File: src/hdl/sacl_pkg.sv
// ----------------------------------------------------------------------------
// sacl_pkg
// Shared types and constants for the set-associative cache tag store with
// timestamp LRU replacement.
// ----------------------------------------------------------------------------
`timescale 1ns / 1ps

package sacl_pkg;

  // default sizing of the tag store
  localparam int unsigned MAX_SET_BITS_DEF = 6;
  localparam int unsigned MAX_WAYS_DEF     = 8;
  localparam int unsigned STAMP_WIDTH_DEF  = 48;

  // field widths
  localparam int unsigned ADDR_W  = 64;
  localparam int unsigned CNT_W   = 32;
  localparam int unsigned OPC_W   = 2;
  localparam int unsigned OC_W    = 2;
  localparam int unsigned SB_W    = 3;
  localparam int unsigned BB_W    = 6;
  localparam int unsigned WAYS_W  = 4;
  localparam int unsigned PADDR_W = 4;
  localparam int unsigned PDATA_W = 32;

  // opcodes
  localparam logic [OPC_W-1:0] OP_FETCH  = 2'd0;
  localparam logic [OPC_W-1:0] OP_MODIFY = 2'd3;

  // access outcomes
  localparam logic [OC_W-1:0] OC_HIT   = 2'd0;
  localparam logic [OC_W-1:0] OC_FILL  = 2'd1;
  localparam logic [OC_W-1:0] OC_EVICT = 2'd2;

  // register indexes (word address)
  localparam logic [PADDR_W-3:0] REG_SET_BITS   = 2'd0;
  localparam logic [PADDR_W-3:0] REG_BLOCK_BITS = 2'd1;
  localparam logic [PADDR_W-3:0] REG_WAYS       = 2'd2;

  localparam logic [WAYS_W-1:0] WAYS_RST = 4'd1;

  typedef struct packed {
    logic [OPC_W-1:0]  opcode;
    logic [ADDR_W-1:0] address;
  } in_t;

  typedef struct packed {
    logic [OC_W-1:0]  outcome;
    logic [CNT_W-1:0] hit_total;
    logic [CNT_W-1:0] miss_total;
    logic [CNT_W-1:0] eviction_total;
    logic             last;
  } out_t;

  typedef struct packed {
    logic [SB_W-1:0]   set_bits;
    logic [BB_W-1:0]   block_bits;
    logic [WAYS_W-1:0] ways_in_use;
  } cfg_t;

  // controller to datapath
  typedef struct packed {
    logic clr_wr;
    logic lookup;
    logic reread;
    logic eval;
    logic update;
    logic last;
  } cmd_t;

  // datapath to controller
  typedef struct packed {
    logic clr_done;
    logic out_free;
  } sts_t;

endpackage

File: src/hdl/sacl_ctrl.sv
// ----------------------------------------------------------------------------
// sacl_ctrl
// Sequencer: clearing pass after reset, then lookup, compare and update
// steps for each access other than a fetch, which only looks up; a modify runs the access sequence twice.
// ----------------------------------------------------------------------------
`timescale 1ns / 1ps

module sacl_ctrl import sacl_pkg::*; (
  input  logic             clk_i,
  input  logic             rst_ni,
  input  logic             in_valid_i,
  input  logic [OPC_W-1:0] in_opcode_i,
  output logic             in_ready_o,
  input  sts_t             sts_i,
  output cmd_t             cmd_o
);

  localparam logic [2:0] ST_CLEAR = 3'd0;
  localparam logic [2:0] ST_IDLE  = 3'd1;
  localparam logic [2:0] ST_READ  = 3'd2;
  localparam logic [2:0] ST_EVAL  = 3'd3;
  localparam logic [2:0] ST_UPD   = 3'd4;

  logic [2:0] state_q, state_d;
  logic       second_q, second_d;

  // next state and commands
  always_comb begin
    state_d    = state_q;
    second_d   = second_q;
    cmd_o      = '0;
    in_ready_o = 1'b0;
    unique case (state_q)
      ST_CLEAR: begin
        cmd_o.clr_wr = 1'b1;
        if (sts_i.clr_done) state_d = ST_IDLE;
      end
      ST_IDLE: begin
        in_ready_o = 1'b1;
        if (in_valid_i) begin
          cmd_o.lookup = 1'b1;
          if (in_opcode_i != OP_FETCH) begin
            second_d = (in_opcode_i == OP_MODIFY);
            state_d  = ST_EVAL;
          end
        end
      end
      ST_READ: begin
        cmd_o.reread = 1'b1;
        state_d      = ST_EVAL;
      end
      ST_EVAL: begin
        cmd_o.eval = 1'b1;
        state_d    = ST_UPD;
      end
      ST_UPD: begin
        if (sts_i.out_free) begin
          cmd_o.update = 1'b1;
          cmd_o.last   = ~second_q;
          if (second_q) begin
            second_d = 1'b0;
            state_d  = ST_READ;
          end else begin
            state_d = ST_IDLE;
          end
        end
      end
      default: state_d = ST_IDLE;
    endcase
  end

  always_ff @(posedge clk_i or negedge rst_ni) begin
    if (!rst_ni) begin
      state_q  <= ST_CLEAR;
      second_q <= 1'b0;
    end else begin
      state_q  <= state_d;
      second_q <= second_d;
    end
  end

endmodule

File: config.mk
export PLATFORM = sky130hd
export DESIGN_NAME = sacl_ctrl
export DESIGN_NICKNAME = d
export VERILOG_FILES = /design/src/hdl/sacl_pkg.sv /design/src/hdl/sacl_ctrl.sv
export SDC_FILE = /design/constraint.sdc
export NUM_CORES = 1
export LEC_CHECK = 0
export ABC_CLOCK_PERIOD_IN_PS = 2100
export BUFFER_PORTS_ARGS = -buffer_cell sky130_fd_sc_hd__buf_2
export CORE_AREA = 2 2 39 41
export CTS_CLUSTER_SIZE = 20
export DETAILED_ROUTE_END_ITERATION = 8
export DIE_AREA = 0 0 41 43
export PLACE_DENSITY = 0.42
export SYNTH_ARGS = -nofsm -noshare
export SYNTH_HDL_FRONTEND = slang
export SYNTH_SLANG_ARGS = --single-unit
File: constraint.sdc
create_clock -name clk_i -period 2.1 [get_ports clk_i]
set_input_delay 0.315 -clock clk_i [delete_from_list [all_inputs] [get_ports clk_i]]
set_output_delay 0.315 -clock clk_i [all_outputs]
set_load 0.005 [all_outputs]
; After elaboration in Yosys (flattened, before gate mapping)
; Index checks and enable logic that the tools add are counted.
[op_classes]
mux = 18
n_eq_ne = 9
reduce_logical = 5
bitwise_logic = 1
[ops]
columns = operator, count
row1 = one-hot mux 3 bit (5 select lines), 1
row2 = 2-to-1 mux 3 bit, 4
row3 = 2-to-1 mux 1 bit, 9
row4 = inequality test 2 bit (second input constant), 4
row5 = AND reduction 4 bit, 2
row6 = == test 3 x 2 -> 1 bit (second input constant), 2
row7 = 2-to-1 mux 2 bit, 3
row8 = nonzero test 2 bit, 2
row9 = == test 3 x 1 -> 1 bit (second input constant), 1
row10 = == test 3 bit (second input constant), 1
row11 = logical NOT 3 bit, 1
row12 = == test 2 bit (second input constant), 1
row13 = one-hot mux 1 bit (2 select lines), 1
row14 = NOT 1 bit, 1
[word_totals]
ff_bits = 4
out_inout_bits = 7

; Depth between registers and ports, before layout
[logic_depth]
ltp_word = 4
ltp_mapped = 4
depth_no_buf = 3

; Worst setup path after synthesis
; No wires, ideal clock.
[synth_timing]
path_type = reg-to-reg
start = register state_q[2]
end = register second_q
path_buffers = 1
t_arrival_ns = 0.989
required_time_ns = 1.968
slack_ns = 0.980
period_less_slack_ns = 1.120
path_stages_with_launch = 5
path_cell_list = dfrtp_1 > buf_4 > and4bb_2 > o21a_1 > o31ai_1
[synth_via]
elab_chain_cells = 3
elab_cells_between_ends = 8
[synth_lines]
columns = item, line
row1 = start: declaration, sacl_ctrl.sv:24  ; logic [2:0] state_q, state_d;
row2 = start signal: assignment, sacl_ctrl.sv:77  ; state_q <= state_d;
row3 = == test 3 x 1 -> 1 bit / == test 3 bit (equally long branches), sacl_ctrl.sv:33  ; unique case (state_q)
row4 = inequality test 2 bit (no source line) / nonzero test 2 bit (equally long branches), -
row5 = AND reduction 4 bit (no source line), -
row6 = end signal: assignment, sacl_ctrl.sv:78  ; second_q <= second_d;
row7 = end: declaration, sacl_ctrl.sv:25  ; logic second_q, second_d;
; Several ways; a longest one is shown, not always the timed one.
; A chain may end at the register's enable or synchronous reset.

==> impl_metrics.csv <==
group,metric,value,unit
status,status,"finished clean",
critical_path,end_kind,"output pin",
pwr,net-switching-power,0.1707,mW
grt,grtUsageTotal,8.569,%
critical_path,crit_type,"reg2out",
final_layout,final_cell_area,354.1,µm²
drt,drcViolationCount,0,
yosys,syn_area,256.5,µm²
sta,hold_viol_final,0,
yosys,synth-edff-count,0,
sta,min_period_over_period,71.81,%
yosys,syn_nets,35,
critical_path,start_kind,"flip-flop",
pwr,p_comb_share,41.1,%
drt,vias,262,
sta,finalCriticalPeriod,1.508,ns
pwr,peakVddDrop,582.5,µV
place,hpwlAfterDp,457.3,µm
pwr,swShare,37.55,%
grt,grt_pass1_wl,959,µm
cts,clock-sinks,4,
drt,via_per_inst,4.517,
yosys,yosysWarnings,0,
sta,finalMaxSlewViolations,0,
die,die_h,43,µm
die,fp.dieW,41,µm
yosys,synthFlopType,"dfrtp_1",
drt,first_pass_iters,4,
critical_path,cp.arrival,1.19,ns
critical_path,critical_path.top_delay_family,"flip-flops",
final_layout,ff_latch_area,100.1,µm²
critical_path,cp_data_required_time,1.78,ns
grt,grt_max_degree,11,
cts,clk_pin_slew_worst_paths,0.04,ns
yosys,yosys.area.top_type,"dfrtp_1",
cts,cts_made_buffers,3,
sta,worst_pin_slew,0.2815,ns
critical_path,path_buf_inv,1,
sta,hold_ws,0.3259,ns
yosys,synthArstFlopShare,100.0,%
yosys,ys_types,19,
critical_path,reg2reg_depth,3,
cts,cts_resized,0,
cts,h-tree-depth,1,
grt,grt_pass1_vias,228,
drt,wl_per_cell,10.00,µm
place,placed_cells,54,
place,portBuffers,13,
min_path,hold_depth,3,
die,dieArea,1763,µm²
drt,drtIter0Drc,2,
final_layout,synthToLayoutAreaGrowth,38.05,%
yosys,synth.top_cell.area_share,39.02,%
critical_path,path_cells,"nand2_1 > nor3_1 > buf_2",
die,core_area,1384,µm²
die,initial_core_util,18.54,%
pwr,powerDensity,1284,nW/µm²
final_layout,multi_input_area,128.9,µm²
place,placed_area,321.6,µm²
pwr,seq_power_share,38.0,%
critical_path,cp_num_cells,3,
sta,setup_viol,0,
final_layout,nets,51,
cts,clk_latency,0.24,ns
drt,drt-total-wl,580,µm
die,ioPinCount,14,
yosys,synthTopCellsByArea,"dfrtp_1 (39%), buf_4 (5.9%), nor3b_1 (5.9%), and4bb_2 (4.9%), nand2b_1 (4.9%)",
cts,cts_setup_buffers,0,
run,cap_violations,0,
critical_path,crit_path_top_delay_cell,"dfrtp_1",
yosys,ys_seq_elements,4,
sta,finClkSkew,0.003211,ns
yosys,yosysMostFrequentCell,"dfrtp_1",
sta,rsz0062_at_grt,"no",
cts,cts_tree,"built",
pwr,p_leak,0.1724,nW
place,gp_congestion,0.6462,
final_layout,antenna_cells,0,
pwr,internal_power,0.2840,mW
sta,relSlewSlack,81.23,%
critical_path,slowest_delay,0.47,ns
yosys,synth-seq-area-share,39.02,%
pwr,power_frac_clock,20.9,%
sta,timing.fmax,663.1,MHz
final_layout,drive_gt1_share,42.86,%
cts,root_buffer,"clkbuf_4",
die,core.rowCount,14,
grt,grt_antenna_before_repair,0,
cts,cts.path.max_buffers,2,
drt,ant_nets,0,
sta,setup_tns,0,ns
final_layout,fin_cells,58,
yosys,syn_area_per_cell,9.161,µm²
grt,grt-ovfl-total,0,
min_path,hold_class,"in2reg",
critical_path,cp_max_fo,10,
final_layout,fillCellCount,161,
yosys,netlist_instances,28,
[logic make-up (layout without fill, tap and decap cells)]
logic type / count (synthesis) / in the layout / synth area share [%]
AOI/OAI and AO/OA: 6 / 6 / 18.05
and+or+nand+nor: 13 / 13 / 32.19
DFF: 4 / 4 / 39.03
buffers and inverters: 5 / 19 / 10.73
[per-layer routing]
layer  up-vias  part of all wire (%)  track usage (%)  wire length, µm
met2        10                    43            8.750              251
met4         0                     0            4.000                0
li1        128                     -                -                -
met3         0                   9.0            6.283               52
met5         -                     0                0                0
met1       124                    48            12.70              276
[registers in the layout, indices dropped and copies added, names as in the netlist]
signal	cells
second_q	1
state_q	3
[final timing paths]
path                                 from         end  slack (ns)
min in group asynchronous          rst_ni  state_q[2]        0.41
max reg2reg                    state_q[1]    second_q        0.94
max in group asynchronous          rst_ni    second_q        1.57
max                            state_q[2]    cmd_o[1]        0.59
min reg2reg                      second_q    second_q        0.61
min                        in_opcode_i[1]    second_q        0.33
[area by class of cell]
type	count	area share (%)
Multi-Input combinational cell	19	36.40
Sequential cell	4	28.27
Timing Repair Buffer	14	21.20
Clock buffer	3	6.360
Tap cell	16	5.654
Inverter	2	2.120
[timing repair]
item / 4_1_cts / 5_1_grt
hold buffers: 1 / 0
setup endpoints to repair: 0 / 0
endpoints found under the hold margin: 4 / 0
[metrics by stage]
| stage | setup slack [ns] | power [mW] | utilization, % |
|---|---|---|---|
| 6_report | 0.5920 | 0.4547 | 25.59 |
| 5_1_grt | 0.4403 | 0.5057 | 25.59 |
| 4_1_cts | 0.5723 | 0.4637 | 25.59 |
| 3_5_place_dp | 0.8360 | 0.3633 | 23.24 |
| 3_3_place_gp | 0.8204 | 0.3670 | 23.24 |
| 2_1_floorplan | 0.9795 | 0.3118 | - |
[placed cells by master, fill, tap and decap left out, drive strengths merged]
master	count
nand3	2
o21bai	1
o31ai	1
a31oi	1
o21a	1
nor2	1
buf	13
dlygate4sd3	1
o31a	1
nand2b	2
dfrtp	4
inv	2
nor3	2
and4bb	1
clkbuf	3
and3b	1
nand2	1
nor3b	2
nor4	1
a31o	1
[worst reg2reg max path, delay by kind of cell (launching register included)]
kind / cells / cell delay (ns)
simple gates: 1 / 0.28
flops: 1 / 0.49
compound gates: 2 / 0.30
[power groups by stage]
| stage | combinational, mW | clock (mW) | sequential (mW) |
|---|---|---|---|
| after global routing | 0.215 | 0.108 | 0.183 |
| after CTS | 0.191 | 0.0993 | 0.174 |
| after global placement | 0.192 | 0 | 0.175 |
| after floorplan | 0.193 | 0 | 0.119 |
| final | 0.187 | 0.0951 | 0.173 |
| after detailed placement | 0.188 | 0 | 0.175 |
No activity file was read; power rests on OpenSTA's default activity.
