==> src/hdl/sacl_pkg.sv <==
// ----------------------------------------------------------------------------
// sacl_pkg
// Shared types and constants for the set-associative cache tag store with
// timestamp LRU replacement.
// ----------------------------------------------------------------------------
`timescale 1ns / 1ps

package sacl_pkg;

  // default sizing of the tag store
  localparam int unsigned MAX_SET_BITS_DEF = 6;
  localparam int unsigned MAX_WAYS_DEF     = 8;
  localparam int unsigned STAMP_WIDTH_DEF  = 48;

  // field widths
  localparam int unsigned ADDR_W  = 64;
  localparam int unsigned CNT_W   = 32;
  localparam int unsigned OPC_W   = 2;
  localparam int unsigned OC_W    = 2;
  localparam int unsigned SB_W    = 3;
  localparam int unsigned BB_W    = 6;
  localparam int unsigned WAYS_W  = 4;
  localparam int unsigned PADDR_W = 4;
  localparam int unsigned PDATA_W = 32;

  // opcodes
  localparam logic [OPC_W-1:0] OP_FETCH  = 2'd0;
  localparam logic [OPC_W-1:0] OP_MODIFY = 2'd3;

  // access outcomes
  localparam logic [OC_W-1:0] OC_HIT   = 2'd0;
  localparam logic [OC_W-1:0] OC_FILL  = 2'd1;
  localparam logic [OC_W-1:0] OC_EVICT = 2'd2;

  // register indexes (word address)
  localparam logic [PADDR_W-3:0] REG_SET_BITS   = 2'd0;
  localparam logic [PADDR_W-3:0] REG_BLOCK_BITS = 2'd1;
  localparam logic [PADDR_W-3:0] REG_WAYS       = 2'd2;

  localparam logic [WAYS_W-1:0] WAYS_RST = 4'd1;

  typedef struct packed {
    logic [OPC_W-1:0]  opcode;
    logic [ADDR_W-1:0] address;
  } in_t;

  typedef struct packed {
    logic [OC_W-1:0]  outcome;
    logic [CNT_W-1:0] hit_total;
    logic [CNT_W-1:0] miss_total;
    logic [CNT_W-1:0] eviction_total;
    logic             last;
  } out_t;

  typedef struct packed {
    logic [SB_W-1:0]   set_bits;
    logic [BB_W-1:0]   block_bits;
    logic [WAYS_W-1:0] ways_in_use;
  } cfg_t;

  // controller to datapath
  typedef struct packed {
    logic clr_wr;
    logic lookup;
    logic reread;
    logic eval;
    logic update;
    logic last;
  } cmd_t;

  // datapath to controller
  typedef struct packed {
    logic clr_done;
    logic out_free;
  } sts_t;

endpackage

==> src/hdl/sacl_regs.sv <==
// ----------------------------------------------------------------------------
// sacl_regs
// APB configuration registers: set index bits, block offset bits and
// associativity.
// ----------------------------------------------------------------------------
`timescale 1ns / 1ps

module sacl_regs import sacl_pkg::*; (
  input  logic               clk_i,
  input  logic               rst_ni,
  input  logic               psel,
  input  logic               penable,
  input  logic               pwrite,
  input  logic [PADDR_W-1:0] paddr,
  input  logic [PDATA_W-1:0] pwdata,
  output logic [PDATA_W-1:0] prdata,
  output logic               pready,
  output cfg_t               cfg_o
);

  logic [SB_W-1:0]    set_bits_q;
  logic [BB_W-1:0]    block_bits_q;
  logic [WAYS_W-1:0]  ways_q;
  logic               wr_en;
  logic [PADDR_W-3:0] reg_idx;

  assign pready  = 1'b1;
  assign wr_en   = psel & penable & pwrite;
  assign reg_idx = paddr[PADDR_W-1:2];

  // register writes
  always_ff @(posedge clk_i or negedge rst_ni) begin
    if (!rst_ni) begin
      set_bits_q   <= '0;
      block_bits_q <= '0;
      ways_q       <= WAYS_RST;
    end else if (wr_en) begin
      unique case (reg_idx)
        REG_SET_BITS:   set_bits_q   <= pwdata[SB_W-1:0];
        REG_BLOCK_BITS: block_bits_q <= pwdata[BB_W-1:0];
        REG_WAYS:       ways_q       <= pwdata[WAYS_W-1:0];
        default: ;
      endcase
    end
  end

  // read mux
  always_comb begin
    prdata = '0;
    unique case (reg_idx)
      REG_SET_BITS:   prdata = PDATA_W'(set_bits_q);
      REG_BLOCK_BITS: prdata = PDATA_W'(block_bits_q);
      REG_WAYS:       prdata = PDATA_W'(ways_q);
      default:        prdata = '0;
    endcase
  end

  assign cfg_o = '{set_bits: set_bits_q, block_bits: block_bits_q, ways_in_use: ways_q};

endmodule

==> config.mk <==
export PLATFORM = sky130hd
export DESIGN_NAME = sacl_regs
export DESIGN_NICKNAME = d
export VERILOG_FILES = /design/src/hdl/sacl_pkg.sv /design/src/hdl/sacl_regs.sv
export SDC_FILE = /design/constraint.sdc
export NUM_CORES = 1
export LEC_CHECK = 0
export BUFFER_PORTS_ARGS = -buffer_cell sky130_fd_sc_hd__buf_2
export CORE_MARGIN = 3
export CORE_UTILIZATION = 34
export CTS_BUF_LIST = sky130_fd_sc_hd__clkbuf_16
export CTS_CLUSTER_DIAMETER = 40
export CTS_CLUSTER_SIZE = 40
export DETAILED_ROUTE_END_ITERATION = 8
export GPL_TIMING_DRIVEN = 0
export PLACE_DENSITY = 0.88
export SETUP_SLACK_MARGIN = 0.2
export SLEW_MARGIN = 20
export SYNTH_ARGS = -nofsm -noshare
export SYNTH_HDL_FRONTEND = slang
export SYNTH_SLANG_ARGS = --single-unit
==> constraint.sdc <==
create_clock -name clk_i -period 0.8 [get_ports clk_i]
set_input_delay 0.08 -clock clk_i [delete_from_list [all_inputs] [get_ports clk_i]]
set_output_delay 0.08 -clock clk_i [all_outputs]
set_load 0.02 [all_outputs]
# After elaboration in Yosys (flattened, before gate mapping)
# Cells that the tools add are included.
# word_totals
register_bits,13
out_inout_bits,46
elab_cells,12
input_bits,41
# classes
bitwise,2
n_eq_ne,2
n_reduce_logical,4
n_mux,1
# op_table
op,count
$pmux W6 S3,1
$reduce_and A2 Y1,3
$and A1 B1 Y1,2
$eq A2 B1 Y1 const B,1
$eq A2 B2 Y1 const B,1
$logic_not A2 Y1,1

# Logic depth before layout (Yosys ltp)
# Gate-level depths: netlist (run 1).
# depth
depth_word,3
depth_mapped,4
depth_no_buf,3

# Least setup slack after synthesis (run 1)
# Ideal clock, no wire load.
# synth_path
path_type,register to output
start,register block_bits_q[0]
end,output prdata[0]
path_stages_with_launch,3
t_arrival_ps,1029
path_slack_ps,-309
required_ps,720
n_path_buf,0
cell_sequence,dfrtp_1 mux2i_1 o21ai_0
# synth_between
elab_chain_cells,1
# synth_lines
item,line,source
from (decl),sacl_regs.sv:22,logic [BB_W-1:0] block_bits_q;
from (signal assigned),sacl_regs.sv:40,REG_BLOCK_BITS: block_bits_q <= pwdata[BB_W-1:0];
$pmux W6 S3,sacl_regs.sv:50,unique case (reg_idx)
to (decl),sacl_regs.sv:16,"output logic [PDATA_W-1:0] prdata,"
# Every way passes these cells.

# Worst setup path after layout (run 1)
# layout_path
start,register ways_q[0]
end,output prdata[0]
# layout_between
elab_chain_cells,1
# layout_lines
item,line,source
from (decl),sacl_regs.sv:23,logic [WAYS_W-1:0] ways_q;
from (signal assigned),sacl_regs.sv:41,REG_WAYS: ways_q <= pwdata[WAYS_W-1:0];
$pmux W6 S3,sacl_regs.sv:50,
# Every way passes these cells.

==> results of run 1 <==
stage by stage:
| stage | utilization (%) | instances | power [uW] |
|---|---|---|---|
| 2_1_floorplan | - | 99 | 1680 |
| 3_3_place_gp | 51.00 | 157 | 1950 |
| 3_5_place_dp | 51.00 | 157 | 1995 |
| 4_1_cts | 65.43 | 170 | 3383 |
| 5_1_grt | 68.98 | 175 | 3753 |
| 6_report | 68.98 | 175 | 3613 |
routing by layer:
| metal | wire length (um) | vias up | part of all wire [%] | track usage, % |
|---|---|---|---|---|
| li1 | - | 338 | - | - |
| met1 | 948 | 360 | 36 | 16.45 |
| met2 | 1322 | 51 | 50 | 29.05 |
| met3 | 270 | 8 | 10 | 5.374 |
| met4 | 97 | 0 | 3.7 | 9.375 |
| met5 | 0 | - | 0 | 0 |
where the power goes:
| group | switching, uW | internal, uW |
|---|---|---|
| clock | 298 | 661 |
| sequential | 152 | 836 |
| combinational | 744 | 921 |
registers in the layout (all words and copies together) (netlist names):
name / flops
set_bits_q: 3
ways_q: 4
block_bits_q: 6
cell usage in the layout, fill, tap and decap left out:
cell | Yosys | routed
dlygate4sd3_1 | 0 | 1
and2b_1 | 1 | 1
mux2_4 | 4 | 9
mux2_2 | 9 | 4
or3b_4 | 1 | 1
buf_8 | 0 | 2
dfstp_2 | 1 | 1
nor3b_4 | 0 | 1
dfrtp_2 | 0 | 6
buf_4 | 28 | 30
mux2i_2 | 0 | 1
buf_2 | 0 | 8
nand2_1 | 3 | 3
conb_1 | 2 | 27
and2_4 | 0 | 2
inv_1 | 0 | 1
dfrtp_1 | 12 | 6
nor2b_1 | 1 | 1
mux2i_1 | 3 | 2
o21ai_1 | 0 | 1
clkbuf_16 | 0 | 3
nand3_4 | 0 | 1
o21ai_2 | 0 | 2
nor3_4 | 0 | 1
buf_6 | 0 | 31
a22o_1 | 1 | 1
worst max-delay path: cells and delay by family, from the launching register on:
kind,cells,cell delay [ns]
AO/OA/AOI/OAI,1,0.13
buffers and inverters,1,0.18
flip-flops,1,0.54
AND/OR/NAND/NOR,1,0.06
worst max path at each step:
stage                          start                          end  slack, ns  depth (start not counted)
2_1_floorplan               paddr[2]        ways_q[1]$_DFFE_PN0P_      -0.22                          3
3_3_place_gp                 penable  block_bits_q[2]$_DFFE_PN0P_      -0.42                          4
3_5_place_dp                 penable  block_bits_q[2]$_DFFE_PN0P_      -0.50                          4
4_1_cts        ways_q[0]$_DFFE_PN1P_                    prdata[0]      -0.35                          3
5_1_grt        ways_q[0]$_DFFE_PN1P_                    prdata[0]      -0.47                          3
6_report       ways_q[0]$_DFFE_PN1P_                    prdata[0]      -0.43                          3
kinds of logic after synthesis:
logic type	count (synthesis)
simple gates	11
flops	13
mux	16
compound gates	4
buf+inv	28
other cells	2
synthesized netlist by cell type:
| cell | instances | area (um^2) |
|---|---|---|
| buf_4 | 28 | 210.2 |
| dfrtp_1 | 12 | 300.3 |
| mux2_2 | 9 | 101.4 |
| mux2_4 | 4 | 60.06 |
| mux2i_1 | 3 | 30.03 |
| nand2_1 | 3 | 11.26 |
| o21ai_0 | 3 | 15.01 |
| and2_1 | 2 | 12.51 |
| conb_1 | 2 | 7.510 |
| a22o_1 | 1 | 8.760 |
| and2b_1 | 1 | 7.510 |
| dfstp_2 | 1 | 26.28 |
| nand3_1 | 1 | 5.000 |
| nor2b_1 | 1 | 6.260 |
| nor3_1 | 1 | 5.000 |
| nor3b_2 | 1 | 12.51 |
| or3b_4 | 1 | 11.26 |
area by class of cell:
cell class | count | area share [%]
clock buffers | 3 | 4.827
well taps | 28 | 2.253
plain buffers | 28 | 14.00
multi-input cells | 58 | 29.12
flip-flops and latches | 13 | 21.48
clock inverters | 1 | 0.2414
repair buffers | 44 | 28.08
what timing repair did:
item / CTS / global route
setup endpoints to repair: 32 / 32
endpoints found under the hold margin: 13 / 0
hold buffers: 1 / 0
gates resized for setup: 51 / 11
setup buffers: 8 / 5
pin swaps: 5 / 3
==> metrics.yaml, run 1 <==
outcome: "finished with violations"
violations: "negative setup slack"
gp_congestion: 0.7263
rsz0062_at_grt: "true"
viasPerCell: 4.326
cap_violations: 0
final.setup.worst_slack_ns: -0.4307
hold_class: "primary input to flip-flop"
die_h_um: 55.43
hold_viol_final: 0
n_antenna_cell: 0
end_kind: "primary output"
grt_overflow_total: 0
ios: 87
htree_levels: 1
crit_fanout: 2
arrival_ns: 1.15
core_mm2: 0.002255
io_buffers: 30
cp-start-kind: "flip-flop"
synthSimpleGateAreaFrac_pct: 8.584
wl_per_cell_um: 15.07
grt_max_degree: 14
drtPass1Iterations: 4
initialDrtViolationCount: 26
hold_end: "block_bits_q[5]$_DFFE_PN0P_"
synthToLayoutAreaGrowth_pct: 87.20
rrSetupSlack_ns: -0.23
clock_latency_ns: 0.25
start_util_pct: 36.85
yosysSeqAreaShare_pct: 39.31
max-clock-path-buffers: 2
synth.avg_cell_area_um2: 11.23
synthXorXnorAreaFrac_pct: 0
detail-route-antenna-nets: 0
clkTransAtPathRegs_ns: 0.05
setup_violations: 32
power_per_cell_area_mw_per_mm2: 2323
synth_warnings: 0
slew_viol_final: 0
cts_tree: "built"
preCtsSetupSlack_ns: -0.5043
drive_gt1_share_pct: 70.07
clock_skew_ns: 0
reg2reg_depth: 3
cts-root-buf: "clkbuf_16"
synth_top_family_by_area: "buffers and inverters"
crit_slowest_cell: "dfstp_2"
multi_input_area_um2: 452.9
drt_wl_total_um: 2638
ys_types: 17
regToRegEndpoint: "block_bits_q[2]$_DFFE_PN0P_"
hold_start: "pwdata[5]"
finalCritPeriodShare_pct: 153.8
min_path_cells: 2
r2r_start: "block_bits_q[2]$_DFFE_PN0P_"
synthesis.area_um2: 830.8
required_ns: 0.72
numClockSinks: 13
muxShareOfSynthArea_pct: 23.04
synth-adder-area-share_pct: 0
drcViolationCount: 0
path_cells: "nand2_1 > o21ai_1 > buf_4"
grt_pass1_wl_um: 3795
final_area_mm2: 0.001555
ir_drop_mv: 1.995
area.sequential_um2: 334.1
fillerInstances: 143
synth-compound-area-share_pct: 2.861
critPathKind: "flip-flop to primary output"
dieArea_mm2: 0.003072
holdWs_ns: 0.06689
fmax_ghz: 0.8125
num_rows: 17
synthCells: 74
vias: 757
leakagePower_uw: 0.0008318
tns_ns: -5.169
post_dp_cell_area_mm2: 0.001150
grt_usage_pct: 16.33
dpl.hpwl_um: 1536
antenna_found_initial: 0
ys_seq_elements: 13
layout.nets: 189
grt_pass1_vias: 726
numCtsBuffers: 3
slowest_delay_ns: 0.54
min_period_ns: 1.231
die_w_um: 55.43
Power figures use the tool's default switching activity.
==> inputs of run 2 (changes only) <==
--- a/config.mk
+++ b/config.mk
@@ -15,6 +15,7 @@
 export GPL_TIMING_DRIVEN = 0
 export PLACE_DENSITY = 0.88
 export SETUP_SLACK_MARGIN = 0.2
+export SKIP_LAST_GASP = 1
 export SLEW_MARGIN = 20
 export SYNTH_ARGS = -nofsm -noshare
 export SYNTH_HDL_FRONTEND = slang
==> metrics.yaml, run 2 (synthesis results as in run 1) <==
outcome: "finished with violations"  # unchanged
violations: "negative setup slack"  # unchanged
critPathKind: "flip-flop to primary output"  # unchanged
leakagePower_uw: 0.0008334  # was 0.0008318 uW
rsz0062_at_grt: "true"  # unchanged
drt_wl_total_um: 2527  # was 2638 um
drtPass1Iterations: 2  # was 4
drive_gt1_share_pct: 71.23  # was 70.07%
dieArea_mm2: 0.003072  # unchanged
holdWs_ns: 0.08010  # was 0.06689 ns
core_mm2: 0.002255  # unchanged
fmax_ghz: 0.8731  # was 0.8125 GHz
arrival_ns: 1.07  # was 1.15 ns
ir_drop_mv: 1.615  # was 1.995 mV
min_period_ns: 1.145  # was 1.231 ns
io_buffers: 30  # unchanged
crit_fanout: 2  # unchanged
grt_max_degree: 14  # unchanged
start_util_pct: 36.85  # unchanged
die_h_um: 55.43  # unchanged
die_w_um: 55.43  # unchanged
setup_violations: 30  # was 32
largest_reg_flops: 6  # unchanged
cts-root-buf: "clkbuf_16"  # unchanged
stdcell_count: 174  # was 175
rrSetupSlack_ns: -0.22  # was -0.23 ns
final_cell_mix: "buf_4, buf_6, conb_1"  # was buf_6, buf_4, conb_1
drcViolationCount: 0  # unchanged
hold_start: "pwdata[5]"  # unchanged
largest-register: "block_bits_q"  # unchanged
gp_congestion: 0.7263  # unchanged
max-clock-path-buffers: 2  # unchanged
clock_latency_ns: 0.24  # was 0.25 ns
synthToLayoutAreaGrowth_pct: 87.50  # was 87.20%
grt_overflow_total: 0  # unchanged
r2r_start: "set_bits_q[2]$_DFFE_PN0P_"  # was block_bits_q[2]$_DFFE_PN0P_
cap_violations: 0  # unchanged
grt_usage_pct: 16.69  # was 16.33%
end_kind: "primary output"  # unchanged
grt_pass1_vias: 714  # was 726
grt_pass1_wl_um: 3829  # was 3795 um
clock_skew_ns: 0  # unchanged
setup.worst_path.end: "prdata[2]"  # was prdata[0]
timing.critical_path.from: "block_bits_q[2]$_DFFE_PN0P_"  # was ways_q[0]$_DFFE_PN1P_
numClockSinks: 13  # unchanged
regToRegEndpoint: "set_bits_q[2]$_DFFE_PN0P_"  # was block_bits_q[2]$_DFFE_PN0P_
htree_levels: 1  # unchanged
power_per_cell_area_mw_per_mm2: 2318  # was 2323 mW/mm^2
reg.largest.list: "block_bits_q x6, ways_q x4, set_bits_q x3"  # unchanged
min_path_cells: 2  # unchanged
layout.nets: 188  # was 189
clkTransAtPathRegs_ns: 0.05  # about the same
finalCritPeriodShare_pct: 143.2  # was 153.8%
dpl.hpwl_um: 1536  # unchanged
wl_per_cell_um: 14.52  # was 15.07 um
required_ns: 0.72  # about the same
vias: 722  # was 757
antenna_found_initial: 0  # unchanged
hold_viol_final: 0  # unchanged
num_rows: 17  # unchanged
n_antenna_cell: 0  # unchanged
reg2reg_depth: 3  # unchanged
initialDrtViolationCount: 11  # was 26
power_uw: 3611  # was 3613 uW
cp-start-kind: "flip-flop"  # unchanged
numCtsBuffers: 3  # unchanged
detail-route-antenna-nets: 0  # unchanged
placed_cells: 157  # unchanged
ios: 87  # unchanged
viasPerCell: 4.149  # was 4.326
final_area_mm2: 0.001558  # was 0.001555 mm^2
hold_class: "primary input to flip-flop"  # unchanged
cts_tree: "built"  # unchanged
final.setup.worst_slack_ns: -0.3454  # was -0.4307 ns
slew_viol_final: 0  # unchanged
post_dp_cell_area_mm2: 0.001150  # unchanged
run 2: changes by cell type in the layout (fill, tap and decap cells not counted):
cell,before,now
mux2_2,4,2
buf_6,31,30
nand2_2,0,1
o21ai_1,1,0
o21ai_2,2,3
nand2_1,3,2
mux2_4,9,11
run 2: how the worst min path moves through the flow:
stage                                       end  slack, ns
floorplan           block_bits_q[0]$_DFFE_PN0P_      -0.22
finish              block_bits_q[5]$_DFFE_PN0P_       0.08
global route        block_bits_q[5]$_DFFE_PN0P_       0.09
global placement    block_bits_q[0]$_DFFE_PN0P_      -0.03
CTS                 block_bits_q[5]$_DFFE_PN0P_       0.07
detailed placement  block_bits_q[0]$_DFFE_PN0P_      -0.03
run 2: worst max-delay path, stage by stage, from the launching register on:
cell and delay, ns:
dfrtp_2 0.42, mux2i_2 0.18, o21ai_2 0.08, buf_6 0.13
run 2: metal layers:
metal,global-route usage (%),wire length (um)
met1,17.22,930
met2,27.36,1227
met3,7.477,273
met4,10.42,95
met5,0,0
run 2: stage by stage:
stage               setup WS [ns]  utilization (%)  setup TNS [ns]
finish                    -0.3454            69.09          -4.759
global route              -0.3711            69.09          -5.346
CTS                       -0.3480            64.93          -4.134
detailed placement        -0.5043            51.00          -6.563
global placement          -0.4197            51.00          -5.605
floorplan                 -0.2203                -          -2.914
run 2: area by class of cell:
cell class / count / area [um^2]
Clock buffer: 3 / 75.07
Multi-Input combinational cell: 58 / 466.7
Tap cell: 28 / 35.03
Buffer: 28 / 217.7
Sequential cell: 13 / 334.1
Timing Repair Buffer: 43 / 425.4
Clock inverter: 1 / 3.754
Fill cell: 136 / 696.9
run 2: report_power, final:
| part | internal [uW] | total, uW | leakage [uW] | switching [uW] |
|---|---|---|---|---|
| Combinational | 916 | 1650 | 0.000640 | 734 |
| Clock | 663 | 975 | 0.0000423 | 313 |
| Sequential | 836 | 986 | 0.000151 | 150 |
run 2: timing repair:
item | 4_1_cts | 5_1_grt
hold buffers | 1 | 0
setup buffers | 8 | 4
pin swaps | 5 | 4
endpoints found under the setup margin | 32 | 32
hold endpoints to repair | 13 | 0
resized for setup | 48 | 17
==> inputs of run 3 (changes only) <==
--- a/config.mk
+++ b/config.mk
@@ -6,7 +6,6 @@
 export NUM_CORES = 1
 export LEC_CHECK = 0
 export BUFFER_PORTS_ARGS = -buffer_cell sky130_fd_sc_hd__buf_2
-export CORE_MARGIN = 3
 export CORE_UTILIZATION = 34
 export CTS_BUF_LIST = sky130_fd_sc_hd__clkbuf_16
 export CTS_CLUSTER_DIAMETER = 40
@@ -14,6 +13,7 @@
 export DETAILED_ROUTE_END_ITERATION = 8
 export GPL_TIMING_DRIVEN = 0
 export PLACE_DENSITY = 0.88
+export RECOVER_POWER = 100
 export SETUP_SLACK_MARGIN = 0.2
 export SKIP_LAST_GASP = 1
 export SLEW_MARGIN = 20
==> constraint.sdc (replaced) <==
create_clock -name clk_i -period 1.2 [get_ports clk_i]
set_input_delay 0.12 -clock clk_i [delete_from_list [all_inputs] [get_ports clk_i]]
set_output_delay 0.12 -clock clk_i [all_outputs]
set_load 0.02 [all_outputs]
==> metrics.yaml, run 3 (synthesis results as in run 1) <==
outcome: "finished with violations"  # unchanged
violations: "negative setup slack"  # unchanged
fillerInstances: 169  # was 136
cap_violations: 0  # unchanged
power_per_cell_area_mw_per_mm2: 1565  # was 2318 mW/mm^2
switching_share_pct: 32.61  # was 33.14%
dpl.hpwl_um: 1347  # was 1536 um
post_dp_cell_area_mm2: 0.001137  # was 0.001150 mm^2
power_uw: 2205  # was 3611 uW
hold_class: "primary input to flip-flop"  # unchanged
stdcell_count: 172  # was 174
io_buffers: 30  # unchanged
combPwrFrac_pct: 43.6  # was 45.7%
numClockSinks: 13  # unchanged
holdWs_ns: 0.1137  # was 0.08010 ns
path_cells: "mux2i_1 > o21ai_2 > buf_4"  # was mux2i_2 > o21ai_2 > buf_6
initialDrtViolationCount: 7  # was 11
numCtsBuffers: 3  # unchanged
layout.nets: 186  # was 188
grt_pass1_wl_um: 3015  # was 3829 um
drtPass1Iterations: 4  # was 2
ios: 87  # unchanged
drt_wl_total_um: 2126  # was 2527 um
cp-start-kind: "flip-flop"  # unchanged
clock_skew_ns: 0  # unchanged
fmax_ghz: 0.8053
final_util_pct: 62.49  # was 69.09%
n_antenna_cell: 0  # unchanged
hold_viol_final: 0  # unchanged
final_cell_mix: "buf_4, conb_1, buf_2"  # was buf_4, buf_6, conb_1
gp_congestion: 0.6988  # was 0.7263
core_mm2: 0.002255  # unchanged
ir_drop_mv: 1.404  # was 1.615 mV
wl_per_cell_um: 12.36  # was 14.52 um
end_kind: "primary output"  # unchanged
die_h_um: 51.43  # was 55.43 um
final_common_cell: "buf_4"
setup_violations: 1  # was 30
largest_reg_flops: 6  # unchanged
vias: 688  # was 722
p_int_uw: 1486  # was 2414 uW
crit_fanout: 3  # was 2
grt_usage_pct: 16.35  # was 16.69%
synthToLayoutAreaGrowth_pct: 69.58  # was 87.50%
dieArea_mm2: 0.002645  # was 0.003072 mm^2
maxSlewHeadroom_pct: 50.86
pwr-share-clk_pct: 27.8  # was 27.0%
viasPerCell: 4.000  # was 4.149
die_w_um: 51.43  # was 55.43 um
required_ns: 1.08  # was 0.72 ns
seq_power_share_pct: 28.6  # was 27.3%
grt_max_degree: 14  # unchanged
final.setup.worst_slack_ns: -0.04177  # was -0.3454 ns
crit_slowest_cell: "dfrtp_1"  # was dfrtp_2
clock_latency_ns: 0.24  # about the same
slew_viol_final: 0  # unchanged
cts-root-buf: "clkbuf_16"  # unchanged
final_area_mm2: 0.001409  # was 0.001558 mm^2
placed_cells: 157  # unchanged
crit_family: "flip-flops"  # unchanged
start_util_pct: 36.85  # unchanged
finalCritPeriodShare_pct: 103.5
max-clock-path-buffers: 2  # unchanged
critPathKind: "flip-flop to primary output"  # unchanged
clkTransAtPathRegs_ns: 0.04  # was 0.05 ns
grt_pass1_vias: 673  # was 714
grt_overflow_total: 0  # unchanged
rsz0062_at_grt: "true"  # unchanged
largest-register: "block_bits_q"  # unchanged
cts_tree: "built"  # unchanged
leakagePower_uw: 0.0007816  # was 0.0008334 uW
num_rows: 17  # unchanged
drive_gt1_share_pct: 65.28  # was 71.23%
netSwitchingPower_uw: 718.9  # was 1197 uW
critPathBufInv: 1  # unchanged
reg.largest.list: "block_bits_q x6, ways_q x4, set_bits_q x3"  # unchanged
min_period_ns: 1.242
slowest_delay_ns: 0.39  # was 0.42 ns
antenna_found_initial: 0  # unchanged
detail-route-antenna-nets: 0  # unchanged
htree_levels: 1  # unchanged
worstMarginPinSlew_ns: 0.7371
arrival_ns: 1.12  # was 1.07 ns
drcViolationCount: 0  # unchanged
==> run 3: cell count changes in the layout (fill, tap and decap cells not counted), sizes merged <==
cell,change
buf,-4
clkbuf,+2
==> run 3: timing repair <==
action	CTS	global route
setup endpoints to repair	13	19
resized for setup	16	18
pin swaps	1	2
hold buffers	1	0
buffers inserted	7	3
hold endpoints to repair	12	0
==> run 3: worst paths after layout <==
kind,start,endpoint,slack (ns),depth (start not counted)
worst min register to register,ways_q[2]$_DFFE_PN0P_,ways_q[2]$_DFFE_PN0P_,0.54,1
worst min-delay path,pwdata[4],block_bits_q[4]$_DFFE_PN0P_,0.11,2
worst max-delay path,block_bits_q[0]$_DFFE_PN0P_,prdata[0],-0.04,3
max in group asynchronous,rst_ni,ways_q[1]$_DFFE_PN0P_,0.26,2
worst max register to register,block_bits_q[0]$_DFFE_PN0P_,block_bits_q[0]$_DFFE_PN0P_,0.28,2
min in group asynchronous,rst_ni,block_bits_q[2]$_DFFE_PN0P_,0.48,2
==> run 3: power by group through the flow <==
stage          logic (uW)  clock network, uW  registers, uW
3_3_place_gp          660                  0            621
3_5_place_dp          673                  0            631
6_report              962                612            630
4_1_cts               825                622            614
2_1_floorplan         352                  0            750
5_1_grt              1020                643            644
==> run 3: metrics by stage <==
| step | setup TNS (ns) | setup slack, ns |
|---|---|---|
| detailed placement | -0.5443 | -0.09170 |
| CTS | 0 | 0.03654 |
| floorplan | 0 | 0.1397 |
| global placement | -0.3971 | -0.06717 |
| finish | -0.04177 | -0.04177 |
| global route | -0.08472 | -0.08472 |
==> run 3: area by class of cell <==
type,count,area (um^2),area share [%]
clock buffer,3,75.07,5.329
clock inverter,1,3.754,0.2664
buffer,28,217.7,15.45
timing repair buffer,41,322.8,22.91
multi-input combinational,58,427.9,30.37
tap,28,35.03,2.487
sequential,13,326.6,23.18
==> run 3: per-layer routing <==
metal  vias up  wire length, um  track usage [%]
li1        333                -                -
met5         -                0                0
met4         0               11            8.559
met3         2              205            5.952
met1       299              779            15.56
met2        54             1129            30.09
